`config.mk`:
```
export PLATFORM = sky130hd
export DESIGN_NAME = e2q_phase
export DESIGN_NICKNAME = d
export VERILOG_FILES = /design/src/rtl/e2q_pkg.sv /design/src/rtl/e2q_phase.sv
export SDC_FILE = /design/constraint.sdc
export NUM_CORES = 1
export LEC_CHECK = 0
export ABC_AREA = 0
export ABC_CLOCK_PERIOD_IN_PS = 10500
export BUFFER_PORTS_ARGS = -buffer_cell sky130_fd_sc_hd__buf_4
export CAP_MARGIN = 20
export CORE_MARGIN = 4
export CORE_UTILIZATION = 40
export DETAILED_ROUTE_END_ITERATION = 8
export PLACE_DENSITY = 0.62
export SYNTH_ARGS = -nofsm -noshare
export SYNTH_HDL_FRONTEND = slang
export SYNTH_SLANG_ARGS = --single-unit
```
`constraint.sdc`:
```
create_clock -name clk_i -period 10.5 [get_ports clk_i]
set_input_delay 1.05 -clock clk_i [delete_from_list [all_inputs] [get_ports clk_i]]
set_output_delay 1.05 -clock clk_i [all_outputs]
set_load 0.1 [all_outputs]
```
`src/rtl/e2q_pkg.sv`:
```
// ----------------------------------------------------------------------------
// e2q_pkg
// Shared types, constants and arithmetic helpers of the Euler to quaternion
// converter.
// ----------------------------------------------------------------------------
package e2q_pkg;

  typedef struct packed {
    logic signed [15:0] yaw_deg;
    logic signed [15:0] pitch_deg;
    logic signed [15:0] roll_deg;
  } in_t;

  typedef struct packed {
    logic signed [15:0] quat_x;
    logic signed [15:0] quat_y;
    logic signed [15:0] quat_z;
    logic signed [15:0] quat_w;
  } out_t;

  // pipeline depth of each part
  localparam int PhaseStages  = 2;
  localparam int SinCosStages = 11;
  localparam int CombStages   = 3;
  localparam int PipeStages   = PhaseStages + SinCosStages + CombStages;

  // phase = round(|a| * 2^32 / (720 * 64)) = m * 93206 + floor((34 m + 22) / 45)
  // for 6 angle fraction bits
  localparam logic [32:0] PhaseMul        = 33'd93206;
  localparam logic [21:0] PhaseRecip      = 22'd2982617;
  localparam int          PhaseRecipShift = 27;

  localparam logic [30:0] One   = 31'(64'd1 << 30);
  localparam logic [31:0] PiQ30 = 32'd3373259426;
  localparam logic [29:0] OctSpan = 30'(64'd1 << 29);

  // exact divide of a value below 2^31 by a constant: (y * ceil(2^s / d)) >> s
  localparam logic [32:0] Recip72 = 33'(((64'd1 << 38) + 64'd71) / 64'd72);
  localparam logic [32:0] Recip42 = 33'(((64'd1 << 37) + 64'd41) / 64'd42);
  localparam logic [32:0] Recip20 = 33'(((64'd1 << 36) + 64'd19) / 64'd20);
  localparam logic [32:0] Recip6  = 33'(((64'd1 << 34) + 64'd5) / 64'd6);
  localparam logic [32:0] Recip90 = 33'(((64'd1 << 38) + 64'd89) / 64'd90);
  localparam logic [32:0] Recip56 = 33'(((64'd1 << 37) + 64'd55) / 64'd56);
  localparam logic [32:0] Recip30 = 33'(((64'd1 << 36) + 64'd29) / 64'd30);
  localparam logic [32:0] Recip12 = 33'(((64'd1 << 35) + 64'd11) / 64'd12);

  localparam logic [32:0] SinRecip [0:2] = '{Recip42, Recip20, Recip6};
  localparam logic [5:0]  SinShift [0:2] = '{6'd37, 6'd36, 6'd34};
  localparam logic [32:0] CosRecip [0:2] = '{Recip56, Recip30, Recip12};
  localparam logic [5:0]  CosShift [0:2] = '{6'd37, 6'd36, 6'd35};

  localparam int OutFracBits = 15;
  localparam int OutShift    = 30 - OutFracBits;
  localparam logic [32:0] OutMax = 33'd32767;

  function automatic logic [30:0] div_c(input logic [30:0] y, input logic [32:0] m,
                                        input logic [5:0] s);
    logic [63:0] p;
    p = 64'(y) * 64'(m);
    return 31'(p >> s);
  endfunction

  // unsigned Q2.30 product, truncated
  function automatic logic [30:0] mulq30(input logic [30:0] a, input logic [30:0] b);
    logic [61:0] p;
    p = 62'(a) * 62'(b);
    return p[60:30];
  endfunction

  // signed Q2.30 product, rounded half away from zero
  function automatic logic signed [31:0] mul30(input logic signed [31:0] a,
                                               input logic signed [31:0] b);
    logic        neg;
    logic [31:0] ma;
    logic [31:0] mb;
    logic [63:0] p;
    logic [31:0] r;
    neg = a[31] ^ b[31];
    ma  = a[31] ? 32'(-a) : 32'(a);
    mb  = b[31] ? 32'(-b) : 32'(b);
    p   = 64'(ma) * 64'(mb) + (64'd1 << 29);
    r   = 32'(p >> 30);
    return neg ? -r : r;
  endfunction

  // round to output fraction bits and saturate the magnitude
  function automatic logic signed [15:0] to_out(input logic signed [32:0] v);
    logic        neg;
    logic [32:0] m;
    neg = v[32];
    m   = neg ? 33'(-v) : 33'(v);
    if (OutShift > 0) begin
      m = (m + (33'd1 << (OutShift - 1))) >> OutShift;
    end else begin
      m = m << (-OutShift);
    end
    if (m > OutMax) begin
      m = OutMax;
    end
    return neg ? -m[15:0] : m[15:0];
  endfunction

endpackage

```
`src/rtl/e2q_phase.sv`:
```
// ----------------------------------------------------------------------------
// e2q_phase
// Half angle in degrees to a 32-bit turn phase, two register stages.
// ----------------------------------------------------------------------------
module e2q_phase (
  input  logic                                clk_i,
  input  logic [e2q_pkg::PhaseStages-1:0]     en_i,
  input  logic signed [15:0]                  angle_i,
  output logic [31:0]                         phase_o
);

  logic [15:0] mag;
  logic [20:0] y;
  logic [42:0] lo_p;
  logic        neg_q;
  logic [31:0] hi_q;
  logic [15:0] lo_q;
  logic [31:0] q_sum;
  logic [31:0] phase_q;

  assign mag  = angle_i[15] ? 16'(-angle_i) : 16'(angle_i);
  assign y    = 21'({mag, 5'b0}) + 21'({mag, 1'b0}) + 21'd22;
  assign lo_p = 43'(y) * 43'(e2q_pkg::PhaseRecip);

  always_ff @(posedge clk_i) begin
    if (en_i[0]) begin
      neg_q <= angle_i[15];
      hi_q  <= 32'(33'(mag) * e2q_pkg::PhaseMul);
      lo_q  <= 16'(lo_p >> e2q_pkg::PhaseRecipShift);
    end
  end

  assign q_sum = hi_q + 32'(lo_q);

  always_ff @(posedge clk_i) begin
    if (en_i[1]) begin
      phase_q <= neg_q ? -q_sum : q_sum;
    end
  end

  assign phase_o = phase_q;

endmodule

```
==> impl_metrics.tcl <==
set metrics [dict create \
    status "complete, no violations" \
    clockBufferDepth 2 \
    vias_per_cell 4.995 \
    synth_top_area_frac 0.2476 \
    min_period_ns 9.826 \
    dp_cells 2217 \
    ios 51 \
    finalCritPeriodShare 0.9358 \
    slew_viol_final 0 \
    antenna_found_initial 0 \
    start_kind "input port" \
    cp.arrival_ns 9.90 \
    grt_usage 0.1667 \
    required_ns 10.58 \
    synth-async-reset-ratio 0 \
    cp_max_fo 6 \
    grt_pass1_vias 11690 \
    gp_congestion 0.9243 \
    tritoncts "yes" \
    antennaDiodeCount 0 \
    tns_ns 0 \
    critPathSlowestCell "fa_1" \
    max_freq_mhz 101.8 \
    clock_latency_ns 0.33 \
    drc_errors 0 \
    cts-root-buf "clkbuf_16" \
    port_buffers 50 \
    synth_warnings 0 \
    grt_setup_unrepaired "no" \
    area_delta_synth_final_pct 10.21 \
    drtAntennaViolNets 0 \
    synth_area_per_cell_um2 9.849 \
    mappedNetlistNets 2134 \
    synth_cells 1616 \
    rrSetupSlack_ns 6.49 \
    final_nets 2228 \
    postCtsHoldBufs 0 \
    synth_edf_count 80 \
    gr-total-overflow 0 \
    drt_wl_total_mm 35.17 \
    dieArea_um2 43040 \
    drive_above_1_share 0.09388 \
    clock_skew_ns 0.006538 \
    rows 72 \
    grt_pass1_wl_mm 59.42 \
    synthFlopType "edfxtp_1" \
    path_clk_slew_ns 0.06 \
    ys_ff_latch 80 \
    critPathKind "input port to register" \
    synth_largest_area_cell "ha_1" \
    tightest_slew_ns 1.033 \
    wire_per_inst_um 15.75 \
    synth_area_um2 15920 \
    dieHeight_um 207.5 \
    dr.first_iter.drc_count 478 \
    synth-seq-area-share 0.1509 \
    die_w_um 207.5 \
    stdcell_count 2233 \
    max_stage_delay_ns 0.57 \
    htree_levels 3 \
    drtPass1Iterations 5 \
    grt_max_degree 49 \
    yosysUniqueCellTypes 87 \
    dp_hpwl_mm 31.91 \
    core-area_um2 39010 \
    yosys-top-cells-area "ha_1, fa_1, edfxtp_1, inv_1, xnor2_1" \
    synth_most_common_cell "inv_1" \
    cts_buffers 9 \
    drv_cap 0 \
    cts.sinks 80 \
    synth_commonest_cells "inv_1, ha_1, fa_1, xnor2_1, edfxtp_1" \
    cts.repair.resized 0 \
    fill_cells 3806 \
    cts_setup_buffers 0 \
    worst_hold_path_type "register to register" \
    slew_headroom 0.3115 \
    finalHoldViolations 0 \
    endpoint_kind "register" \
    vias 11150 \
    initial_core_util 0.4080 \
    setup_viol 0 \
]
-- stage by stage --
stage | area [um2] | setup WS [ns] | util | hold WS, ns
after floorplan | 15920 | 0.03075 | - | 0.4707
after global placement | 17210 | 0.1762 | 0.4411 | 0.5236
after detailed placement | 17210 | 0.09209 | 0.4411 | 0.5152
after CTS | 17500 | 0.4055 | 0.4486 | 0.5297
after global routing | 17540 | 0.01370 | 0.4497 | 0.5665
final | 17540 | 0.6736 | 0.4497 | 0.5279
-- cell type report --
| type | count | area, um2 | area share |
|---|---|---|---|
| multi-input combinational | 1169 | 12140 | 0.6921 |
| sequential | 80 | 2402 | 0.1370 |
| inverter | 351 | 1318 | 0.07511 |
| timing repair buffer | 99 | 743.2 | 0.04237 |
| tap | 518 | 648.1 | 0.03695 |
| clock buffer | 10 | 229.0 | 0.01305 |
| clock inverter | 6 | 60.06 | 0.003424 |
-- flip-flops by register name, indices dropped and copies added (netlist names) --
| name | cells |
|---|---|
| phase_o | 32 |
| hi_q | 31 |
| lo_q | 16 |
| neg_q | 1 |
-- critical path: cells and delay by family --
family / cells / cell delay, ns
buffers and inverters: 7 / 0.54
adder cells (fa/ha/maj): 10 / 4.31
AO/OA/AOI/OAI: 15 / 2.84
XOR/XNOR: 3 / 0.49
AND/OR/NAND/NOR: 3 / 0.68
-- kinds of logic after synthesis --
family	after synthesis	synth area share
adders and majority gates	499	0.4791
buffers and inverters	367	0.08947
and+or+nand+nor	278	0.09300
AOI/OAI and AO/OA	252	0.1097
xor gates and xnor gates	137	0.07586
DFF	80	0.1509
muxes	3	0.001887
-- final timing paths --
path,start,end,depth (start not counted)
setup / recovery,angle_i[0],lo_q[15]$_DFFE_PP_,38
hold / removal,lo_q[0]$_DFFE_PP_,phase_o[0]$_DFFE_PP_,0
setup reg to reg,hi_q[1]$_DFFE_PP_,phase_o[31]$_DFFE_PP_,12
hold reg to reg,lo_q[0]$_DFFE_PP_,phase_o[0]$_DFFE_PP_,0
-- cell usage in the layout (no fill, tap or decap), types with 6 or more instances in the layout --
cell type,Yosys,final
o21ai_1,14,15
and3_1,14,14
o21ai_0,39,38
nor2b_1,8,8
nor3_1,23,23
xnor2_1,105,104
a21oi_1,63,63
nand2b_1,14,14
xor2_1,31,30
buf_4,1,99
fa_1,184,184
nand3_1,30,30
o21bai_1,8,8
nor2_1,62,61
or2_2,7,7
inv_1,351,351
clkbuf_16,0,9
o21a_1,11,11
a211oi_1,7,7
ha_1,315,314
nand2_1,58,58
o211ai_1,6,6
o31ai_1,14,13
edfxtp_1,80,80
nand4_1,10,10
a21o_1,25,25
-- routing by layer --
| layer | track usage | share of wire | wire (um) | vias up |
|---|---|---|---|---|
| met5 | 0 | 0 | 0 | - |
| met4 | 0.02896 | 0.012 | 436 | 0 |
| met3 | 0.02917 | 0.051 | 1802 | 25 |
| met2 | 0.2691 | 0.45 | 15900 | 201 |
| met1 | 0.2394 | 0.48 | 17030 | 5292 |
| li1 | - | - | - | 5635 |
Power is not shown: default switching activity piles up to over one toggle a cycle in this logic, so the estimate is an artifact.
